--- config.mk ---
export PLATFORM = sky130hd
export DESIGN_NAME = odd_only_inplace_merge_sort_core
export DESIGN_NICKNAME = d
export VERILOG_FILES = /design/src/rtl/oims_pkg.sv /design/src/rtl/oims_cell.sv /design/src/rtl/oims_sort_chain.sv /design/src/rtl/oims_store.sv /design/src/rtl/odd_only_inplace_merge_sort_core.sv
export SDC_FILE = /design/constraint.sdc
export NUM_CORES = 2
export LEC_CHECK = 0
export ABC_CLOCK_PERIOD_IN_PS = 11500
export BUFFER_PORTS_ARGS = -buffer_cell sky130_fd_sc_hd__buf_2
export CORE_UTILIZATION = 30
export DETAILED_ROUTE_END_ITERATION = 12
export PLACE_DENSITY_LB_ADDON = 0.3
export SYNTH_ARGS = -nofsm -noshare
export SYNTH_HDL_FRONTEND = slang
export SYNTH_SLANG_ARGS = --single-unit
--- constraint.sdc ---
create_clock -name clk -period 11.5 [get_ports clk]
set_input_delay 2.3 -clock clk [delete_from_list [all_inputs] [get_ports clk]]
set_output_delay 2.3 -clock clk [all_outputs]
set_load 0.02 [all_outputs]
--- src/rtl/oims_pkg.sv ---
// ----------------------------------------------------------------------------
// oims_pkg
// shared types and defaults for the odd-only sort core
// ----------------------------------------------------------------------------
package oims_pkg;

	localparam int MAX_ITEMS_DEF = 64;
	localparam int DATA_BITS_DEF = 16;

	// operation applied to every cell of the sort chain in the same cycle
	typedef struct packed {
		logic insert;
		logic pop;
		logic clear;
	} chain_ctrl_t;

endpackage

--- src/rtl/oims_cell.sv ---
// ----------------------------------------------------------------------------
// oims_cell
// one slot of the insertion sort chain, ascending from the head
// ----------------------------------------------------------------------------
module oims_cell #(
	parameter int DATA_BITS = oims_pkg::DATA_BITS_DEF
) (
	input  logic                        clk,
	input  logic                        arst_n,
	input  oims_pkg::chain_ctrl_t       ctrl,
	input  logic signed [DATA_BITS-1:0] new_value,
	input  logic signed [DATA_BITS-1:0] left_value,
	input  logic                        left_valid,
	input  logic                        left_gt,
	input  logic signed [DATA_BITS-1:0] right_value,
	input  logic                        right_valid,
	output logic signed [DATA_BITS-1:0] value,
	output logic                        valid,
	output logic                        gt
);

	logic signed [DATA_BITS-1:0] value_q;
	logic                        valid_q;

	// empty slots act as plus infinity
	assign gt    = !valid_q || (new_value < value_q);
	assign value = value_q;
	assign valid = valid_q;

	always_ff @(posedge clk or negedge arst_n) begin
		if (!arst_n) begin
			valid_q <= 1'b0;
		end else if (ctrl.clear) begin
			valid_q <= 1'b0;
		end else if (ctrl.pop) begin
			valid_q <= right_valid;
		end else if (ctrl.insert && gt) begin
			valid_q <= left_gt ? left_valid : 1'b1;
		end
	end

	always_ff @(posedge clk) begin
		if (ctrl.pop) begin
			value_q <= right_value;
		end else if (ctrl.insert && gt) begin
			// shift right when the left neighbor also yields, else take the new value
			value_q <= left_gt ? left_value : new_value;
		end
	end

endmodule

--- src/rtl/oims_sort_chain.sv ---
// ----------------------------------------------------------------------------
// oims_sort_chain
// row of cells holding the odd values in ascending order
// ----------------------------------------------------------------------------
module oims_sort_chain #(
	parameter int MAX_ITEMS = oims_pkg::MAX_ITEMS_DEF,
	parameter int DATA_BITS = oims_pkg::DATA_BITS_DEF
) (
	input  logic                        clk,
	input  logic                        arst_n,
	input  oims_pkg::chain_ctrl_t       ctrl,
	input  logic signed [DATA_BITS-1:0] new_value,
	output logic signed [DATA_BITS-1:0] head_value
);

	logic signed [DATA_BITS-1:0] value [MAX_ITEMS];
	logic                        valid [MAX_ITEMS];
	logic                        gt    [MAX_ITEMS];

	for (genvar i = 0; i < MAX_ITEMS; i++) begin : g_cell
		logic signed [DATA_BITS-1:0] l_value;
		logic                        l_valid;
		logic                        l_gt;
		logic signed [DATA_BITS-1:0] r_value;
		logic                        r_valid;

		if (i == 0) begin : g_head
			assign l_value = new_value;
			assign l_valid = 1'b1;
			assign l_gt    = 1'b0;
		end else begin : g_body
			assign l_value = value[i-1];
			assign l_valid = valid[i-1];
			assign l_gt    = gt[i-1];
		end

		if (i == MAX_ITEMS - 1) begin : g_tail
			assign r_value = value[i];
			assign r_valid = 1'b0;
		end else begin : g_inner
			assign r_value = value[i+1];
			assign r_valid = valid[i+1];
		end

		oims_cell #(
			.DATA_BITS(DATA_BITS)
		) u_cell (
			.clk        (clk),
			.arst_n     (arst_n),
			.ctrl       (ctrl),
			.new_value  (new_value),
			.left_value (l_value),
			.left_valid (l_valid),
			.left_gt    (l_gt),
			.right_value(r_value),
			.right_valid(r_valid),
			.value      (value[i]),
			.valid      (valid[i]),
			.gt         (gt[i])
		);
	end

	assign head_value = value[0];

endmodule

--- src/rtl/oims_store.sv ---
// ----------------------------------------------------------------------------
// oims_store
// element memory, one write port and one registered read port
// ----------------------------------------------------------------------------
module oims_store #(
	parameter int MAX_ITEMS = oims_pkg::MAX_ITEMS_DEF,
	parameter int DATA_BITS = oims_pkg::DATA_BITS_DEF,
	localparam int IDX_W    = $clog2(MAX_ITEMS)
) (
	input  logic                 clk,
	input  logic                 wr_en,
	input  logic [IDX_W-1:0]     wr_addr,
	input  logic [DATA_BITS-1:0] wr_data,
	input  logic [IDX_W-1:0]     rd_addr,
	output logic [DATA_BITS-1:0] rd_data
);

	logic [DATA_BITS-1:0] mem [MAX_ITEMS];

	always_ff @(posedge clk) begin
		if (wr_en) begin
			mem[wr_addr] <= wr_data;
		end
		rd_data <= mem[rd_addr];
	end

endmodule

--- src/rtl/odd_only_inplace_merge_sort_core.sv ---
// ----------------------------------------------------------------------------
// odd_only_inplace_merge_sort_core
// sorts the odd elements of a batch in place, even elements keep their slots
// ----------------------------------------------------------------------------
//
// channel  dir  transaction carries
// -------  ---  ---------------------------------------------------------
// s_*      in   one element (tdata) and end of batch (tlast)
// m_*      out  element after sorting (tdata), last of batch (tlast),
//               overflow seen in this batch (tuser)
//
// flow: loading accepts one element per cycle; each odd element is placed in
//   the sort chain as it arrives, so no sorting pass follows the last element
// emission steps through a memory read, a merge with the chain head and a
//   handshake for each result
// reset: arst_n clears the control state and empties the chain; the element
//   memory is not cleared
// stalls: input is refused while a batch is emitted; m_tready low holds the
//   current result and freezes the emission sequence
//
module odd_only_inplace_merge_sort_core #(
	parameter int MAX_ITEMS = oims_pkg::MAX_ITEMS_DEF,
	parameter int DATA_BITS = oims_pkg::DATA_BITS_DEF
) (
	input  logic                               clk,
	input  logic                               arst_n,
	input  logic                               s_tvalid,
	output logic                               s_tready,
	input  logic [((DATA_BITS+7)/8)*8-1:0]     s_tdata,  // sample
	input  logic                               s_tlast,  // final_item
	output logic                               m_tvalid,
	input  logic                               m_tready,
	output logic [((DATA_BITS+7)/8)*8-1:0]     m_tdata,  // sorted_value
	output logic                               m_tlast,  // end_of_run
	output logic                               m_tuser   // overflowed
);

	import oims_pkg::*;

	localparam int IDX_W   = $clog2(MAX_ITEMS);
	localparam int COUNT_W = $clog2(MAX_ITEMS + 1);
	localparam int TDATA_W = ((DATA_BITS + 7) / 8) * 8;

	typedef enum logic [3:0] {
		ST_LOAD = 4'b0001,
		ST_READ = 4'b0010,
		ST_SHOW = 4'b0100,
		ST_HOLD = 4'b1000
	} state_t;

	state_t                state_q;
	logic [COUNT_W-1:0]    count_q;     // elements held in this batch
	logic                  ovf_q;       // set when an element was dropped in this batch
	logic [IDX_W-1:0]      rd_idx_q;    // position being emitted
	logic [DATA_BITS-1:0]  out_data_q;
	logic                  out_last_q;
	logic                  out_user_q;
	logic                  m_valid_q;

	logic                  s_acc;
	logic                  m_acc;
	logic                  has_room;
	logic [DATA_BITS-1:0]  sample;
	logic [DATA_BITS-1:0]  rd_data;
	logic signed [DATA_BITS-1:0] head_value;
	logic                  is_last_pos;
	chain_ctrl_t           ctrl;

	assign s_tready = (state_q == ST_LOAD);
	assign s_acc    = s_tvalid && s_tready;
	assign m_acc    = m_valid_q && m_tready;
	assign has_room = (count_q < COUNT_W'(MAX_ITEMS));
	assign sample   = s_tdata[DATA_BITS-1:0];

	// position order is kept in memory; the odd slots are refilled from the chain head
	assign is_last_pos = ((COUNT_W'(rd_idx_q) + COUNT_W'(1)) == count_q);

	assign ctrl.insert = s_acc && has_room && sample[0];
	assign ctrl.pop    = (state_q == ST_SHOW) && rd_data[0];
	assign ctrl.clear  = m_acc && out_last_q;

	oims_store #(
		.MAX_ITEMS(MAX_ITEMS),
		.DATA_BITS(DATA_BITS)
	) u_store (
		.clk    (clk),
		.wr_en  (s_acc && has_room),
		.wr_addr(count_q[IDX_W-1:0]),
		.wr_data(sample),
		.rd_addr(rd_idx_q),
		.rd_data(rd_data)
	);

	oims_sort_chain #(
		.MAX_ITEMS(MAX_ITEMS),
		.DATA_BITS(DATA_BITS)
	) u_chain (
		.clk       (clk),
		.arst_n    (arst_n),
		.ctrl      (ctrl),
		.new_value (signed'(sample)),
		.head_value(head_value)
	);

	always_ff @(posedge clk or negedge arst_n) begin
		if (!arst_n) begin
			state_q   <= ST_LOAD;
			count_q   <= '0;
			ovf_q     <= 1'b0;
			rd_idx_q  <= '0;
			m_valid_q <= 1'b0;
		end else begin
			unique case (state_q)
				ST_LOAD: begin
					if (s_acc) begin
						if (has_room) begin
							count_q <= count_q + COUNT_W'(1);
						end else begin
							ovf_q <= 1'b1;
						end
						if (s_tlast) begin
							rd_idx_q <= '0;
							state_q  <= ST_READ;
						end
					end
				end
				ST_READ: begin
					// memory data for rd_idx_q lands next cycle
					state_q <= ST_SHOW;
				end
				ST_SHOW: begin
					m_valid_q <= 1'b1;
					state_q   <= ST_HOLD;
				end
				ST_HOLD: begin
					if (m_tready) begin
						m_valid_q <= 1'b0;
						if (out_last_q) begin
							count_q <= '0;
							ovf_q   <= 1'b0;
							state_q <= ST_LOAD;
						end else begin
							rd_idx_q <= rd_idx_q + IDX_W'(1);
							state_q  <= ST_READ;
						end
					end
				end
				default: begin
					state_q <= ST_LOAD;
				end
			endcase
		end
	end

	// result payload, loaded once per result and held through stalls
	always_ff @(posedge clk) begin
		if (state_q == ST_SHOW) begin
			out_data_q <= rd_data[0] ? head_value : rd_data;
			out_last_q <= is_last_pos;
			out_user_q <= ovf_q;
		end
	end

	assign m_tvalid = m_valid_q;
	assign m_tdata  = TDATA_W'(out_data_q);
	assign m_tlast  = out_last_q;
	assign m_tuser  = out_user_q;

endmodule

---- Word-level counts from Yosys, hierarchy flattened ----
Memories as Yosys holds them, arrays and structs flattened. A register that Yosys moved wholly into a read port is not among the register bits.
Index checks and enable logic that the tools add are counted.
word-level totals
  register bits ........................... 1,125
  bits in writable memories ............... 1,024
  input port bits ......................... 21
  word-level logic and storage cells ...... 1,021
  memories kept ........................... 1
operators by class
  add/subtract/negate cells ............... 3
  $lt $le $gt $ge ......................... 65
  equal/unequal tests ..................... 12
  muxes and demuxes ....................... 469
  bitwise logic cells ..................... 1
  reduce and logical (&&, ||, !) cells .... 333
memories
  name         words  width  rd ports  clocked after memory_dff  wr ports  RTL line          RTL
  u_store.mem  64     16     1         1                         1         oims_store.sv:18  logic [DATA_BITS-1:0] mem [MAX_ITEMS];
operators by type and width
  operator                                                          count
  16-bit two-way mux                                                190
  16-bit less-than comparator                                       64
  1-bit two-way mux                                                 262
  3-bit nonzero test                                                64
  2-bit nonzero test                                                65
  1-bit logical AND                                                 70
  1-bit logical NOT                                                 64
  1-bit logical OR                                                  64
  7-bit two-way mux                                                 4
  6-bit two-way mux                                                 4
  4-bit one-hot mux with 4 select lines                             1
  5-bit AND reduction                                               3
  7-bit one-hot mux with 2 select lines                             1
  4-bit two-way mux                                                 3
  6-bit one-hot mux with 2 select lines                             1
  2-bit != test (second input constant)                             4
  6-bit by 1-bit adder with 7-bit output (second input constant)    1
  7-bit by 1-bit adder with 7-bit output (second input constant)    1
  7-bit == test                                                     1
  7-bit less-than comparator (second input constant)                1
  6-bit by 1-bit adder with 6-bit output (second input constant)    1
  2-bit by 1-bit != test with 1-bit output (second input constant)  3
  4-bit by 1-bit == test with 1-bit output (second input constant)  1
  4-bit by 2-bit == test with 1-bit output (second input constant)  1
  other kinds (7)                                                   9

---- Logic depth before layout (Yosys ltp) ----
  depth after elaboration ................. 8
  depth in mapped cells ................... 12
  mapped depth without buffers ............ 9

---- Cells and area by module ----
A second synthesis with hierarchy kept.
unflattened totals
  cell total of the unflattened synthesis .. 10,444
  area total of the unflattened synthesis .. 124,077.8 sq um
by module, submodules not included
  module                                      times used  cells each  area an instance (sq um)  sequential area each (sq um)
  oims_cell at u_chain.g_cell[0].u_cell ...   51          132         1,281.2                   505.5
  oims_store                                  1           1,820       39,978.3                  31,069.8
  oims_cell at u_chain.g_cell[57].u_cell ...  12          134         1,305.0                   505.5
  odd_only_inplace_merge_sort_core            1           148         1,806.7                   1,017.2
  oims_cell at u_chain.g_cell[23].u_cell      1           134         1,282.5                   505.5
  oims_sort_chain                             1           2           7.5                       0.0

---- Worst setup path after synthesis ----
Ideal clock, no wire load.
  path type ............................... input to register
  start point ............................. input s_tdata[9]
  end point ............................... register u_chain.g_cell[57].u_cell.value_q[0], enable pin
  library setup time ...................... 411 ps
  arrival ................................. 5,113 ps
  data required time ...................... 11,089 ps
  path slack .............................. 5,976 ps
  stages on the path ...................... 9
  buffers on the path ..................... 2
  cell sequence ........................... ha_1 -> a41oi_1 -> o21ai_0 -> a221o_1 -> nor3_1 -> mux2i_1 -> buf_2 -> buf_2 -> o21ai_0
on the way
  cells in the longest elaborated chain, start to end .. 4
RTL lines
  item                                 RTL line                                RTL
  from (decl)                          odd_only_inplace_merge_sort_core.sv:29  input logic [((DATA_BITS+7)/8)*8-1:0] s_tdata,
  16-bit less-than comparator          oims_cell.sv:26                         assign gt = !valid_q || (new_value < value_q);
  1-bit logical OR                     oims_cell.sv:26
  1-bit logical AND                    oims_cell.sv:45                         end else if (ctrl.insert && gt) begin
  2-bit nonzero test (no source line)  n/a
  to (signal assigned)                 oims_cell.sv:44                         value_q <= right_value;
  to (signal assigned)                 oims_cell.sv:47                         value_q <= left_gt ? left_value : new_value;
  to (decl)                            oims_cell.sv:22                         logic signed [DATA_BITS-1:0] value_q;
No other way between the ends.
A chain may end at the register's enable or synchronous reset.

---- Worst setup path in the final report ----
  start point ............................. input s_tdata[9]
  end point ............................... register u_chain.g_cell[51].u_cell.value_q[13], enable pin
on the way
  cells in the longest elaborated chain, start to end .. 4
RTL lines
  item                                 RTL line
  16-bit less-than comparator          oims_cell.sv:26
  1-bit logical OR                     oims_cell.sv:26
  1-bit logical AND                    oims_cell.sv:45
  2-bit nonzero test (no source line)  n/a
  to (signal assigned)                 oims_cell.sv:44
  to (signal assigned)                 oims_cell.sv:47
  to (decl)                            oims_cell.sv:22
No other way between the ends.

==> results by group <==
Yosys
  – Post-synthesis register bit count: 2,165
  – Syn Area/Cell: 11.9 µm²
  – Synth Net Count: 11,300
  – Synthesized area: 122,000 µm²
  – Sequential share of the synthesized area: 52.8%
  – Post-synthesis cell type count: 73
  – Ys Warns: 0
  – Synth Instances: 10,300
  – Number of synthesized flops with an enable pin: 2,066
  – Ys flop type: edfxtp_1
  – Async SR Flop Fraction: 3.83%

Clock tree
  – Root Driver: clkbuf_16
  – Hold Buf Count CTS: 0
  – CTS Buffer Depth: 4
  – Clock slew at reported path FFs: 70 ps
  – H-tree levels: 4
  – CTS Buf Count: 242
  – CTS tree: built
  – Clk Latency, worst-skew pair: 950 ps
  – CTS resizes: 0
  – Post-CTS Setup Repair Bufs: 0
  – Clk sink count: approximately 2,200

Global routing
  – First-pass GRT wire length: 523,000 µm
  – Initial antenna violation count: 22
  – Tot GR Track Use: 16.5%
  – Largest net degree at the start of global routing: 227
  – GRT Residual Overflow: 0
  – Vias in the first global route: 80,700

Timing
  – # setup viols final: 0
  – Hold Vio Cnt, Final: 0
  – Clk_skew: ~140 ps
  – Slew @ Worst Pin: roughly 1100 ps
  – PnR worst setup slack: 5270 ps
  – Setup tns final: 0 ps
  – Max frequency: approximately 160 MHz
  – Unrepaired setup endpoints after global routing: no
  – Slew HR: 24.0%
  – Fin Hold WS: 477 ps
  – Tmin final: 6230 ps
  – Final period util: 54.2%
  – Max-slew violation count: 0

Run status
  – Status: finished, final reports clean

Layout
  – Final instance count without filler cells: 15,800
  – Post-route cell area: ~140,000 µm²
  – Nets: 11,200
  – P&R area growth vs syn: 12.0%
  – Share of cells above drive strength 1: a little over a tenth
  – Fillers: 40,100

Routing
  – DRC errors left: 0
  – Routed wl met2: 156,000 µm
  – Met1 Routed Length: 162,000 µm
  – Highest routed layer: met5
  – Total number of vias: 81,100
  – Final ANT Viol Nets: 0
  – Via/cell ratio: 5.12
  – Initial drt markers: 7,286
  – Wire length per cell: 21.9 µm
  – Drt first pass iters: 6
  – Final wirelength: 346,000 µm
  – DR WL met3: between 15,000 and 20,000 µm

Place
  – Dpl cell area: 129,000 µm²
  – Placed Cells: between 15,000 and 20,000
  – RD Place Congestion: 0.794
  – HPWL after DPL: 227,000 µm
  – Port Buffers: 40
  – Pre-CTS setup slack: 4450 ps

Floorplan
  – Full die area: 409,000 µm²
  – Rows: between 200 and 250
  – Initial Utilization: 30.2%
  – Chip width: 640 µm
  – Core Region: 404,000 µm²
  – Die Span Y: 640 µm
  – I/O Pins: a little over 40

Power
  – P_leak: 52.0 nW
  – Pwr/cell area: 181 nW/µm²
  – Peak supply drop: 0.145 mV

Worst setup path
  – Crit path launch type: input pin
  – Crit Path Max Fanout: 46
  – CP max stage cell: o211ai_1
  – Crit-path cells: buf_8 -> buf_4 -> ha_1 -> and3_1 -> a22o_1 -> o21ai_0 -> nand3_1 -> o211ai_1 -> and2_1 -> a21o_1
  – Arr. time, crit path: 6730 ps
  – Kind of critical path: input pin to register
  – Critical path required time: approximately 12,000 ps
  – Crit end category: register
  – CP peak stage delay: 890 ps

Job
  – Max cap viols: 0

Hold path
  – Hold Path Class: register to register
worst max-delay path, delay by kind of cell:
family,cells,cell delay (ps)
fa+ha+maj,1,330
buf+inv,2,870
compound gates,4,1900
simple gates,3,1190
layer usage:
| metal | global-route usage (%) | vias up |
|---|---|---|
| li1 | - | 38000 |
| met1 | 23.6 | 40600 |
| met2 | 26.3 | 2019 |
| met3 | 2.41 | 477 |
| met4 | 4.16 | 6 |
| met5 | 0 | - |
state kept, by name, summed over array words and instances (netlist names), 4 cells and up:
register,cells
count_q,7
u_store.rd_data,16
rd_idx_q,6
u_chain.g_cell.u_cell.valid,64
state_q,4
m_tdata,16
u_chain.g_cell.u_cell.value,1024
u_store.mem,1024
per-stage QoR:
| step | util (%) | total power [mW] |
|---|---|---|
| 2_1_floorplan | - | 15.2 |
| 3_3_place_gp | 31.9 | 17.0 |
| 3_5_place_dp | 31.9 | 17.1 |
| 4_1_cts | 33.9 | 24.9 |
| 5_1_grt | 33.9 | 26.0 |
| 6_report | 33.9 | 24.7 |
cell families after synthesis:
kind of cell | after synthesis | share of synthesized area (%)
buffers and inverters | 1626 | 5.35
muxes | 1388 | 14.4
DFF | 2165 | 52.8
adders and majority gates | 962 | 9.86
and+or+nand+nor | 2068 | 7.64
AOI/OAI and AO/OA | 2052 | 9.92
xor gates and xnor gates | 8 | 0.0574
where the power goes:
group	leakage, nW	switching [mW]	total (mW)	internal [mW]
registers	19.8	0.792	10.7	9.91
clock network	3.81	3.34	7.77	4.43
logic	28.4	3.60	6.27	2.67
layout make-up:
type                            count  area (µm²)  area share (%)
Sequential cell                  2165       64500            47.1
Multi-Input combinational cell   6478       51400            37.6
Tap cell                         5405        6760            4.95
Clock buffer                      304        6420            4.70
Inverter                         1024        3840            2.81
Timing Repair Buffer              303        2500            1.83
Clock inverter                    141        1340           0.981
Antenna cell                       11        27.5          0.0201
Yosys cell counts (15+ instances only):
cell / count / area (µm²)
o21ai_1: 98 / 490
buf_6: 24 / 270
a221o_1: 50 / 500
a41oi_1: 60 / 526
edfxtp_1: 2066 / 62000
inv_1: 1022 / 3840
and3_1: 66 / 413
buf_2: 97 / 485
nand4_1: 127 / 795
nor3_1: 54 / 270
a21o_1: 96 / 721
mux4_2: 288 / 6490
a31oi_2: 28 / 350
mux2_2: 32 / 360
dfrtp_1: 82 / 2050
a21oi_1: 847 / 4240
o31ai_1: 31 / 233
o22a_1: 16 / 140
nand2_1: 727 / 2730
o22ai_1: 60 / 375
nand2b_1: 96 / 601
a2111oi_0: 23 / 201
clkbuf_1: 344 / 1290
o21ai_0: 608 / 3040
o221ai_1: 31 / 272
or3_1: 23 / 144
ha_1: 962 / 12000
nor4_1: 21 / 131
nor2b_1: 33 / 206
nor4b_1: 30 / 263
and4_1: 32 / 280
a311oi_1: 15 / 131
buf_1: 105 / 394
dfxtp_1: 16 / 320
mux2i_1: 1068 / 10700
buf_4: 32 / 240
nor2_1: 682 / 2560
nand3_1: 158 / 791
o221ai_2: 16 / 240
path summary, 6_finish.rpt:
| check | from | to | slack, ps | cells past startpoint |
|---|---|---|---|---|
| worst min-delay path | u_chain.g_cell[10].u_cell.value[9] | u_chain.g_cell[9].u_cell.value[9] | 480 | 2 |
| max in group asynchronous | arst_n | rd_idx_q[3] | 8540 | 2 |
| worst min register to register | u_chain.g_cell[10].u_cell.value[9] | u_chain.g_cell[9].u_cell.value[9] | 480 | 2 |
| worst max-delay path | s_tdata[9] | u_chain.g_cell[51].u_cell.value[13] | 5270 | 10 |
| min in group asynchronous | arst_n | u_chain.g_cell[40].u_cell.valid | 1430 | 1 |
| worst max register to register | state_q[0] | u_chain.g_cell[55].u_cell.value[13] | 6960 | 7 |
cell usage in the layout (no fill, tap or decap), types with 50 or more instances in the layout:
cell and n:
mux2i_1 1038, clkbuf_16 243, nand2b_1 95, nand3_1 157, a41oi_1 60, a21oi_1 847
ha_1 962, a221o_1 50, o21ai_1 138, clkinv_2 58, a21o_1 96, inv_1 1022
and3_1 65, edfxtp_1 2066, buf_4 250, clkbuf_1 50, nand2_1 725, mux4_2 288
dfrtp_1 78, nand4_1 127, nor3_1 52, nor2_1 673, o22ai_1 60, o21ai_0 547
Note: power is estimated with default switching activity, not from simulation.
